===== src/rtl/core/rna_pkg.sv =====
// Shared constants and controller/datapath interface types for the rolling NowCast block.
package rna_pkg;

  localparam int DEF_WINDOW_HOURS = 12;
  localparam int DEF_SAMPLE_BITS  = 16;
  localparam int NOWCAST_W        = 16;
  localparam int Q_FRAC           = 16;
  localparam int Q_W              = Q_FRAC + 1;
  localparam logic [Q_W-1:0] Q_ONE  = 17'h10000;
  localparam logic [Q_W-1:0] Q_HALF = 17'h08000;

  typedef struct packed {
    logic load;
    logic scan;
    logic div1_init;
    logic div1_step;
    logic walk_mul;
    logic walk_acc;
    logic div2_init;
    logic div2_step;
    logic out_load;
    logic out_ok;
  } dp_cmd_t;

  typedef struct packed {
    logic recent_ok;
    logic max_ok;
  } dp_status_t;

endpackage


===== src/rtl/core/rolling_nowcast_average.sv =====
// Each input word runs through recency check, min/max scan, weight division, weighted walk and final division.
// Early exits (too few recent samples, zero maximum) go straight to the finish state.
// A word is taken only while idle, so a new word waits until the last result has been loaded.
// A new input word is taken while a finished result still waits in the output register.
// Reset (rst, synchronous, active high) marks the whole window invalid and idles the block.
// Top level: 12-hour-style weighted NowCast over a rolling window of hourly samples.
module rolling_nowcast_average #(
  parameter int WINDOW_HOURS = rna_pkg::DEF_WINDOW_HOURS,
  parameter int SAMPLE_BITS  = rna_pkg::DEF_SAMPLE_BITS
) (
  input  logic                          clk,
  input  logic                          rst,
  input  logic                          in_valid,
  output logic                          in_stall,
  input  logic [SAMPLE_BITS-1:0]        sample_value,
  input  logic                          sample_valid,
  input  logic                          series_start,
  output logic                          out_valid,
  input  logic                          out_stall,
  output logic [rna_pkg::NOWCAST_W-1:0] nowcast_value,
  output logic                          nowcast_valid
);
  import rna_pkg::*;

  dp_cmd_t                        cmd;
  dp_status_t                     status;
  logic [$clog2(WINDOW_HOURS)-1:0] idx;

  // Controller: accepts a word only when idle, then steps the datapath through
  // recency check, min/max scan, weight division, weighted walk and final division.
  rna_ctrl #(
    .WINDOW_HOURS(WINDOW_HOURS),
    .SAMPLE_BITS (SAMPLE_BITS)
  ) u_ctrl (
    .clk      (clk),
    .rst      (rst),
    .in_valid (in_valid),
    .in_stall (in_stall),
    .out_valid(out_valid),
    .out_stall(out_stall),
    .status   (status),
    .cmd      (cmd),
    .idx      (idx)
  );

  // Datapath: window shift line plus the arithmetic units; holds the result word.
  rna_dp #(
    .WINDOW_HOURS(WINDOW_HOURS),
    .SAMPLE_BITS (SAMPLE_BITS)
  ) u_dp (
    .clk          (clk),
    .rst          (rst),
    .cmd          (cmd),
    .idx          (idx),
    .sample_value (sample_value),
    .sample_valid (sample_valid),
    .series_start (series_start),
    .status       (status),
    .nowcast_value(nowcast_value),
    .nowcast_valid(nowcast_valid)
  );

endmodule


===== src/rtl/core/rna_dp.sv =====
// Datapath: sample window, min/max scan, weight divider, weighted walk, final divider.
module rna_dp #(
  parameter int WINDOW_HOURS = rna_pkg::DEF_WINDOW_HOURS,
  parameter int SAMPLE_BITS  = rna_pkg::DEF_SAMPLE_BITS
) (
  input  logic                              clk,
  input  logic                              rst,
  input  rna_pkg::dp_cmd_t                  cmd,
  input  logic [$clog2(WINDOW_HOURS)-1:0]   idx,
  input  logic [SAMPLE_BITS-1:0]            sample_value,
  input  logic                              sample_valid,
  input  logic                              series_start,
  output rna_pkg::dp_status_t               status,
  output logic [rna_pkg::NOWCAST_W-1:0]     nowcast_value,
  output logic                              nowcast_valid
);
  import rna_pkg::*;

  localparam int SB  = SAMPLE_BITS;
  localparam int LW  = $clog2(WINDOW_HOURS);
  localparam int PSW = Q_W + LW;
  localparam int WSW = SB + PSW;
  localparam int DW  = WSW + 2;

  logic [SB-1:0]      val [WINDOW_HOURS];
  logic [WINDOW_HOURS-1:0] vld;
  logic [SB-1:0]      sel_val;
  logic               sel_vld;
  logic               any;
  logic [SB-1:0]      lo, hi;
  logic [SB:0]        rem1, r1;
  logic               ge1;
  logic [Q_W-1:0]     q1, w;
  logic [Q_W-1:0]     p, pacc;
  logic [2*Q_W-1:0]   pw;
  logic [SB+Q_W-1:0]  mprod, prod;
  logic [WSW-1:0]     wsum;
  logic [PSW-1:0]     psum;
  logic [DW-1:0]      dsum;
  logic [PSW:0]       dv, rem2;
  logic [PSW+1:0]     t2, r2;
  logic               ge2;
  logic [SB:0]        dlo, q2;
  logic [SB+NOWCAST_W:0] qx;

  assign sel_val = val[idx];
  assign sel_vld = vld[idx];

  assign status.recent_ok = (vld[0] & vld[1]) | (vld[0] & vld[2]) | (vld[1] & vld[2]);
  assign status.max_ok    = any && (hi != '0);

  // weight divider: quotient bit is known to sit at or below 2^16
  assign ge1 = rem1 >= {1'b0, hi};
  assign r1  = ge1 ? rem1 - {1'b0, hi} : rem1;
  assign w   = (q1 < Q_HALF) ? Q_HALF : q1;

  assign pw    = {{Q_W{1'b0}}, p} * {{Q_W{1'b0}}, w};
  assign mprod = (SB+Q_W)'(sel_val) * (SB+Q_W)'(p);

  assign dsum = {1'b0, wsum, 1'b0} + DW'(psum);
  assign dv   = {psum, 1'b0};
  assign t2   = {rem2, dlo[SB]};
  assign ge2  = t2 >= {1'b0, dv};
  assign r2   = ge2 ? t2 - {1'b0, dv} : t2;
  assign qx   = {{NOWCAST_W{1'b0}}, q2};

  always_ff @(posedge clk) begin
    if (rst) begin
      vld <= '0;
    end else if (cmd.load) begin
      vld[0] <= sample_valid;
      for (int k = 1; k < WINDOW_HOURS; k++) vld[k] <= series_start ? 1'b0 : vld[k-1];
    end
  end

  always_ff @(posedge clk) begin
    if (cmd.load) begin
      val[0] <= sample_valid ? sample_value : '0;
      for (int k = 1; k < WINDOW_HOURS; k++) val[k] <= val[k-1];
    end
  end

  always_ff @(posedge clk) begin
    if (rst) begin
      any <= 1'b0;
    end else if (cmd.load) begin
      any <= 1'b0;
    end else if (cmd.scan && sel_vld) begin
      any <= 1'b1;
    end
  end

  always_ff @(posedge clk) begin
    if (cmd.scan && sel_vld) begin
      if (!any || sel_val < lo) lo <= sel_val;
      if (!any || sel_val > hi) hi <= sel_val;
    end
    if (cmd.div1_init) begin
      rem1 <= {1'b0, lo};
      q1   <= '0;
    end else if (cmd.div1_step) begin
      rem1 <= {r1[SB-1:0], 1'b0};
      q1   <= {q1[Q_W-2:0], ge1};
    end
    prod <= (cmd.walk_mul && sel_vld) ? mprod : '0;
    pacc <= (cmd.walk_mul && sel_vld) ? p : '0;
    if (cmd.div1_init) begin
      p    <= Q_ONE;
      wsum <= '0;
      psum <= '0;
    end else begin
      if (cmd.walk_mul) p <= pw[Q_FRAC +: Q_W];
      if (cmd.walk_acc) begin
        wsum <= wsum + WSW'(prod);
        psum <= psum + PSW'(pacc);
      end
    end
    if (cmd.div2_init) begin
      rem2 <= dsum[DW-1:SB+1];
      dlo  <= dsum[SB:0];
      q2   <= '0;
    end else if (cmd.div2_step) begin
      rem2 <= r2[PSW:0];
      dlo  <= {dlo[SB-1:0], 1'b0};
      q2   <= {q2[SB-1:0], ge2};
    end
    if (cmd.out_load) begin
      nowcast_value <= cmd.out_ok ? qx[NOWCAST_W-1:0] : '0;
      nowcast_valid <= cmd.out_ok;
    end
  end

endmodule


===== src/rtl/core/rna_ctrl.sv =====
// Controller: sequences load, scan, divisions and weighted walk; owns the handshakes.
module rna_ctrl #(
  parameter int WINDOW_HOURS = rna_pkg::DEF_WINDOW_HOURS,
  parameter int SAMPLE_BITS  = rna_pkg::DEF_SAMPLE_BITS
) (
  input  logic                              clk,
  input  logic                              rst,
  input  logic                              in_valid,
  output logic                              in_stall,
  output logic                              out_valid,
  input  logic                              out_stall,
  input  rna_pkg::dp_status_t               status,
  output rna_pkg::dp_cmd_t                  cmd,
  output logic [$clog2(WINDOW_HOURS)-1:0]   idx
);
  import rna_pkg::*;

  localparam int CNT_W = $clog2(WINDOW_HOURS + SAMPLE_BITS + 18);
  localparam int IW    = $clog2(WINDOW_HOURS);

  localparam logic [3:0] S_IDLE   = 4'd0;
  localparam logic [3:0] S_CHECK  = 4'd1;
  localparam logic [3:0] S_SCAN   = 4'd2;
  localparam logic [3:0] S_CHKMAX = 4'd3;
  localparam logic [3:0] S_DIV1   = 4'd4;
  localparam logic [3:0] S_WALK   = 4'd5;
  localparam logic [3:0] S_DINIT  = 4'd6;
  localparam logic [3:0] S_DIV2   = 4'd7;
  localparam logic [3:0] S_FIN    = 4'd8;

  logic [3:0]       state, state_next;
  logic [CNT_W-1:0] cnt, cnt_next;
  logic             ok, ok_next;
  logic             out_free;

  assign in_stall = state != S_IDLE;
  assign idx      = cnt[IW-1:0];
  assign out_free = !out_valid || !out_stall;

  always_comb begin
    state_next = state;
    cnt_next   = cnt + CNT_W'(1);
    ok_next    = ok;
    cmd        = '0;
    unique case (state)
      S_IDLE: begin
        cnt_next = '0;
        if (in_valid) begin
          cmd.load   = 1'b1;
          state_next = S_CHECK;
        end
      end
      S_CHECK: begin
        cnt_next = '0;
        if (status.recent_ok) begin
          state_next = S_SCAN;
        end else begin
          ok_next    = 1'b0;
          state_next = S_FIN;
        end
      end
      S_SCAN: begin
        cmd.scan = 1'b1;
        if (cnt == CNT_W'(WINDOW_HOURS - 1)) state_next = S_CHKMAX;
      end
      S_CHKMAX: begin
        cnt_next = '0;
        if (status.max_ok) begin
          cmd.div1_init = 1'b1;
          state_next    = S_DIV1;
        end else begin
          ok_next    = 1'b0;
          state_next = S_FIN;
        end
      end
      S_DIV1: begin
        cmd.div1_step = 1'b1;
        if (cnt == CNT_W'(Q_W - 1)) begin
          cnt_next   = '0;
          state_next = S_WALK;
        end
      end
      S_WALK: begin
        cmd.walk_mul = cnt < CNT_W'(WINDOW_HOURS);
        cmd.walk_acc = 1'b1;
        if (cnt == CNT_W'(WINDOW_HOURS)) state_next = S_DINIT;
      end
      S_DINIT: begin
        cmd.div2_init = 1'b1;
        cnt_next      = '0;
        state_next    = S_DIV2;
      end
      S_DIV2: begin
        cmd.div2_step = 1'b1;
        if (cnt == CNT_W'(SAMPLE_BITS)) begin
          ok_next    = 1'b1;
          state_next = S_FIN;
        end
      end
      S_FIN: begin
        if (out_free) begin
          cmd.out_load = 1'b1;
          cmd.out_ok   = ok;
          state_next   = S_IDLE;
        end
      end
      default: state_next = S_IDLE;
    endcase
  end

  always_ff @(posedge clk) begin
    if (rst) begin
      state     <= S_IDLE;
      cnt       <= '0;
      ok        <= 1'b0;
      out_valid <= 1'b0;
    end else begin
      state <= state_next;
      cnt   <= cnt_next;
      ok    <= ok_next;
      if (cmd.out_load) out_valid <= 1'b1;
      else if (!out_stall) out_valid <= 1'b0;
    end
  end

`ifndef NO_ASSERTIONS
  a_rise_from_fin: assert property (@(posedge clk) disable iff (rst)
    $rose(out_valid) |-> $past(state) == S_FIN)
    else $error("word raised outside finish state");
  a_scan_range: assert property (@(posedge clk) disable iff (rst)
    state == S_SCAN |-> cnt < CNT_W'(WINDOW_HOURS))
    else $error("scan index out of window");
  a_load_check: assert property (@(posedge clk) disable iff (rst)
    cmd.load |=> state == S_CHECK)
    else $error("load not followed by recency check");
  a_out_load_free: assert property (@(posedge clk) disable iff (rst)
    cmd.out_load |-> out_free)
    else $error("result overwrote a waiting word");
`endif

endmodule

===== config.mk =====
export PLATFORM = sky130hd
export DESIGN_NAME = rolling_nowcast_average
export DESIGN_NICKNAME = d
export VERILOG_FILES = /design/src/rtl/core/rna_pkg.sv /design/src/rtl/core/rolling_nowcast_average.sv /design/src/rtl/core/rna_dp.sv /design/src/rtl/core/rna_ctrl.sv
export SDC_FILE = /design/constraint.sdc
export NUM_CORES = 2
export LEC_CHECK = 0
export ABC_AREA = 1
export BUFFER_PORTS_ARGS = -buffer_cell sky130_fd_sc_hd__buf_2
export CELL_PAD_IN_SITES_DETAIL_PLACEMENT = 1
export CELL_PAD_IN_SITES_GLOBAL_PLACEMENT = 2
export CORE_MARGIN = 1.5
export CORE_UTILIZATION = 40
export CTS_CLUSTER_DIAMETER = 60
export CTS_CLUSTER_SIZE = 16
export DETAILED_ROUTE_END_ITERATION = 7
export GPL_TIMING_DRIVEN = 0
export PLACE_DENSITY_LB_ADDON = 0.08
export SYNTH_ARGS = -nofsm -noshare
export SYNTH_HDL_FRONTEND = slang
export SYNTH_SLANG_ARGS = --single-unit
export TNS_END_PERCENT = 5

===== constraint.sdc =====
create_clock -name clk -period 6.6 [get_ports clk]
set_input_delay 1.32 -clock clk [delete_from_list [all_inputs] [get_ports clk]]
set_output_delay 1.32 -clock clk [all_outputs]
set_load 0.01 [all_outputs]

Word-level counts from Yosys, hierarchy flattened --
Memory sizes are Yosys's and may differ from the RTL's. A register that Yosys moved wholly into a read port is not among the register bits. Index checks and enable logic that the tools add are counted.
Cells by class: eq/ne operators 20, muxes and demuxes 54, bitwise logic cells 5, $add $sub $neg 6, $mul 2, magnitude comparators 7, reduce and logical (&&, ||, !) cells 21
Operators with widths (number):
- $mux 22 | 3
- $mux 16 | 4
- $mux 17 | 3
- $add 38x21->39 | 1
- $add 37x33->37 | 1
- $mux 4 | 9
- $pmux 4 s9 | 1
- $mul 16x17->33 | 1
- $mul 17x17->33 | 1
- $mux 1 | 27
- $ge 23x22->1 | 1
- $sub 22x22->22 | 1
- $add 21x17->21 | 1
- $ge 17x16->1 | 1
- $lt 17x16->1 const B | 1
- $eq 4x3->1 const B | 4
- $gt 16x16->1 | 1
- $lt 16x16->1 | 1
- $reduce_bool 16->1 | 1
- $sub 16x16->16 | 1
- $eq 6x4->1 const B | 2
- $ne 2x1->1 const B | 6
- $pmux 6 s2 | 1
- $eq 4x2->1 const B | 2
- 25 further kinds | 40
Word-level totals: word-level logic and storage cells 137, input port bits 22, output and inout bits 19, memories kept 1, register bits 288, memory bits (writable) 192
Memories:
- u_dp.val | words 12, bits a word 16, rd ports 12, clocked after memory_dff 1, wr ports 12, line rna_dp.sv:25 | logic [SB-1:0] val [WINDOW_HOURS];

Depth between registers and ports, before layout --
depth in word-level cells 5, mapped depth 33, gate-level depth less buffers 31

Hierarchy --
Synthesis repeated with hierarchy kept, for this count alone.
Unflattened totals: cell total of the unflattened synthesis 5204, area, all modules 43411.6 sq um
Modules (own cells, without submodules):
- rna_dp | seq. area each 12331.8 sq um, cells an instance 5082, times used 1, area an instance 42617.1 sq um
- rna_ctrl | seq. area each 240.2 sq um, cells an instance 122, times used 1, area an instance 794.5 sq um

Least setup slack after synthesis --
Ideal clock, no wire load.
kind flip-flop to flip-flop, start reg u_dp.q1[16], end reg u_dp.p[16], data arrival time 5.957 ns, clock period less this slack 6.090 ns, buffers on the path 3, setup time 0.133 ns, path slack 0.510 ns, stages on the path, launching flop included 27, path through dfxtp_1 > buf_2 > nor2_1 > buf_2 > nor2_1 > clkbuf_1 > nand2_1 > fa_1 > inv_1 > fa_1 > inv_1 > fa_1 > inv_1 > fa_1 > inv_1 > fa_1 > fa_1 > inv_1 > ha_1 > a21oi_1 > o21a_1 > o21bai_1 > a21oi_1 > nand2_1 > or2_2 > nand3_1 > nand3_1
Between the ends: word-level cells in the longest chain between the ends 3
Ends and longest elaborated chain:
- start: declaration | line rna_dp.sv:33 | logic [Q_W-1:0] q1, w;
- start signal: assignment | line rna_dp.sv:103 | q1 <= {q1[Q_W-2:0], ge1};
- $lt 17x16->1 | line rna_dp.sv:55 | assign w = (q1 < Q_HALF) ? Q_HALF : q1;
- $mux 17 (*) | line rna_dp.sv:55
- $mul 17x17->33 (*) | line rna_dp.sv:57 | assign pw = {{Q_W{1'b0}}, p} * {{Q_W{1'b0}}, w};
- end signal: assignment | line rna_dp.sv:112 | if (cmd.walk_mul) p <= pw[Q_FRAC +: Q_W];
- end: declaration | line rna_dp.sv:34 | logic [Q_W-1:0] p, pacc;
Mark *: on every way between the ends. The rest lies on a longest branch, timed or not. A chain may end at the register's enable or synchronous reset.

Worst setup path in the final report --
start reg u_ctrl.cnt[0], end reg u_dp.prod[25]
Between the ends: word-level cells in the longest chain between the ends 3
Ends and longest elaborated chain:
- start: declaration | line rna_ctrl.sv:32 | logic [CNT_W-1:0] cnt, cnt_next;
- start signal: assignment | line rna_ctrl.sv:119 | cnt <= cnt_next;
- $lt 6x4->1 or $bmux 1 s4 (tied branches) | line rna_ctrl.sv:84, rna_dp.sv:47
- $mux 2 or $mux 1 (tied branches) | line rna_ctrl.sv:45, rna_dp.sv:47
- $logic_and 1x1->1 (*) | line rna_dp.sv:105 | prod <= (cmd.walk_mul && sel_vld) ? mprod : '0;
- end signal: assignment | line rna_dp.sv:105
- end: declaration | line rna_dp.sv:36 | logic [SB+Q_W-1:0] mprod, prod;
Mark *: on every way between the ends. The rest lies on a longest branch, timed or not. The select of a mux whose other input is x is not followed.

==> metrics.yaml <==
net-switching-power_mw: 3.277
ys_async_rst_share_pct: 0
worst_hold_startpoint: "u_dp.val[2][8]$_DFFE_PP_"
worstSkewPairLatency_ps: 710
grt_antenna_before_repair: 1
wire_per_inst_um: 22.09
port_buffers: 39
power.static_leakage_nw: 24.30
critical_path_buf_inv_count: 8
synth_top_cell_area_share_pct: 20.29
ios: 41
worst-endpoint-arrival_ps: 7050
netlist.top_cell.by_area: "sky130_fd_sc_hd__edfxtp_1"
post_synth_main_area_contributors: "sky130_fd_sc_hd__edfxtp_1 20%, sky130_fd_sc_hd__fa_1 20%, sky130_fd_sc_hd__ha_1 9.9%"
design.final.nets: 6337
dp_hpwl_um: 123400
global_route_wire_length_before_repair_um: 236500
place.gp.congestion: 0.9118
seq_total_area_yosys_pct: 28.70
cts_max_level: 2
dr_vias_cell: 5.214
timing.setup.tns_ps: 0
edff_count_synth: 296
synthesis.area_mm2: 0.04380
globalRoute.busiestLayer: "met2"
die-height_um: 333.9
synth_cell_type_count: 59
nFillCells: 12971
multi_input_comb_area_mm2: 0.02729
report.final.slew_viol_count: 0
tritoncts_num_sinks: 480
drv_cap: 0
critical_path_maximum_fanout: 10
hold_depth: 0
drc: 0
critPathTopFamily: "adder cells"
syn_nets: 6130
clock-root-buffer: "sky130_fd_sc_hd__clkbuf_16"
result_of_the_run: "completed"
fp.dieArea_mm2: 0.1115
critPathCaptureType: "flop"
final.setup_skew_ps: 70.25
finish_stage_setup_viols: 0
finalWirelength_um: 154600
cp-start-kind: "flop"
timing_worst_setup_path_type: "flop to flop"
total_global_route_track_usage_pct: 27.84
finalHoldViolCount: 0
max_freq_ghz: 0.1533
power.share.sequential_pct: 35.9
vias: 36482
clock_path_buffers: 3
register_area_mm2: 0.01258
worst_hold_path_type: "flop to flop"
drt_pre_antenna_iters: 5
worstSetupPathDepth: 28
final.setup.worst_slack_ps: 76.98
via_count_of_the_first_global_routing_pass: 38989
final_layout_size_suffix_gt1_share_pct: 11.45
cp_slowest_cell: "sky130_fd_sc_hd__fa_2"
post_place_cells: 6784
crit_path_start: "u_ctrl.cnt[0]$_SDFF_PP0_"
ant_nets: 0
power.switching_fraction_pct: 34.10
cts_tree: "built"
power.combinational.fraction_pct: 28.1
ir_drop_v: 0.0002525
critical_path_required_ps: 7130
place_ws_ps: -1438
p_int_mw: 6.333
synth_ff_type: "sky130_fd_sc_hd__edfxtp_1"
numCtsBuffers: 59
power_density_mw_per_mm2: 189.5
antennaDiodeCount: 0
yosys_register_bits: 480
final_min_period_over_clock_period_pct: 98.83
grt_max_degree: 105
syn_inst: 5327
worst_slew_pin_slew_ps: 1395
cp_common_cell: "sky130_fd_sc_hd__fa_1"
dieWidth_um: 333.9
ff2ff_path_depth: 28
cts.reportedPaths.clkPinSlew_ps: 70
grt_util_met2_pct: 46.82
rsz0062_at_grt: "yes"
core_region_mm2: 0.1087
synth_warnings: 0
rows: 121
globalRouteMet3Util_pct: 2.424
cts_hold_buffers: 0
drt_iter0_drc: 2014
rr_startpoint: "u_ctrl.cnt[0]$_SDFF_PP0_"
synth.cells.most_frequent: "1092 x sky130_fd_sc_hd__nand2_1, 1085 x sky130_fd_sc_hd__inv_1, 462 x sky130_fd_sc_hd__nor2_1, 434 x sky130_fd_sc_hd__fa_1, 347 x sky130_fd_sc_hd__ha_1"
initial_core_util_pct: 40.30
syn_avg_cell_area_um2: 8.223
post_layout_nonfiller_instances: 6997
finalPower_mw: 9.610
share_clk_of_total_power_pct: 36.1
worst_path_largest_cell_delay_ps: 590
grt_util_met1_pct: 37.76
max_slew_margin_pct: 6.789
syn_to_final_growth_pct: 15.77
globalRouteOverflowTotal: 0
period_needed_ps: 6523
leading_cell_type_by_number_of_instances_after_synthesis: "sky130_fd_sc_hd__nand2_1"
[final cells by class]
class	count	area share, %
buffer	173	2.926
clock buffer	63	3.000
clock inverter	47	1.199
inverter	1093	8.179
multi-input combinational	3573	53.81
sequential	480	24.81
tap	1414	3.489
timing repair buffer	154	2.591
[worst register-to-register path: cells and delay by family (launching register included)]
kind | cells | cell delay, ps
flip-flops | 1 | 450
buffers and inverters | 8 | 970
adder cells (fa/ha/maj) | 7 | 3190
AND/OR/NAND/NOR | 7 | 930
AO/OA/AOI/OAI | 6 | 790
[final timing paths]
path | slack, ps | to
worst min register to register | 440 | u_dp.val[3][8]$_DFFE_PP_
worst max-delay path | 80 | u_dp.prod[25]$_SDFF_PN0_
worst min-delay path | 440 | u_dp.val[3][8]$_DFFE_PP_
worst max register to register | 80 | u_dp.prod[25]$_SDFF_PN0_
[kinds of logic (layout without fill, tap and decap cells)]
| kind of cell | Yosys count | in the layout | synth area share [%] |
|---|---|---|---|
| flops | 480 | 480 | 28.70 |
| simple gates | 1833 | 1833 | 17.18 |
| fa+ha+maj | 781 | 781 | 29.75 |
| xor+xnor | 93 | 93 | 1.860 |
| compound gates | 866 | 866 | 11.22 |
| buf+inv | 1274 | 1530 | 11.30 |
[power groups by stage]
stage	combinational [mW]	clock, mW	sequential, mW
after floorplan	1.25	0	3.51
after global placement	1.82	0	3.53
after detailed placement	1.86	0	3.51
after CTS	2.22	3.55	3.44
after global routing	2.96	3.65	3.46
final	2.70	3.47	3.45
[through the flow]
| step | util (%) | cell area (um2) | hold WS [ps] |
|---|---|---|---|
| 6_report | 46.65 | 50710 | 436.2 |
| 3_5_place_dp | 42.18 | 45860 | 431.6 |
| 3_3_place_gp | 42.10 | 45770 | 421.5 |
| 2_1_floorplan | - | 43800 | 420.7 |
| 5_1_grt | 46.65 | 50710 | 440.9 |
| 4_1_cts | 45.45 | 49410 | 439.1 |
[layout by cell type (no fill, tap or decap), types with 69 or more instances in the layout]
cell and n:
sky130_fd_sc_hd__a21oi_1 250, sky130_fd_sc_hd__buf_4 92, sky130_fd_sc_hd__dfxtp_1 179, sky130_fd_sc_hd__edfxtp_1 296, sky130_fd_sc_hd__fa_1 417, sky130_fd_sc_hd__ha_1 326
sky130_fd_sc_hd__inv_1 1070, sky130_fd_sc_hd__nand2_1 1066, sky130_fd_sc_hd__nand3_1 126, sky130_fd_sc_hd__nor2_1 427, sky130_fd_sc_hd__o21ai_0 260, sky130_fd_sc_hd__o22ai_1 69
[routing by layer]
layer	up-vias	part of all wire, %
met5	-	0
met4	0	3.4
met3	188	3.2
met2	598	48
met1	18398	46
li1	17298	-
[registers in the layout, indices dropped and copies added, names as in the netlist, 17 cells and up]
name and cells:
u_dp.prod 33, u_dp.pacc 17, u_dp.rem1 17, u_dp.wsum 37
u_dp.rem2 22, u_dp.p 17, u_dp.dlo 17, u_dp.val 192
u_dp.psum 21, u_dp.q1 17
[repair_timing]
item / CTS / global route
gates cloned: 0 / 6
setup buffers: 61 / 45
pin swaps: 38 / 109
gates resized for setup: 289 / 294
setup endpoints to repair: 41 / 35
(Power assumes the default switching activity.)
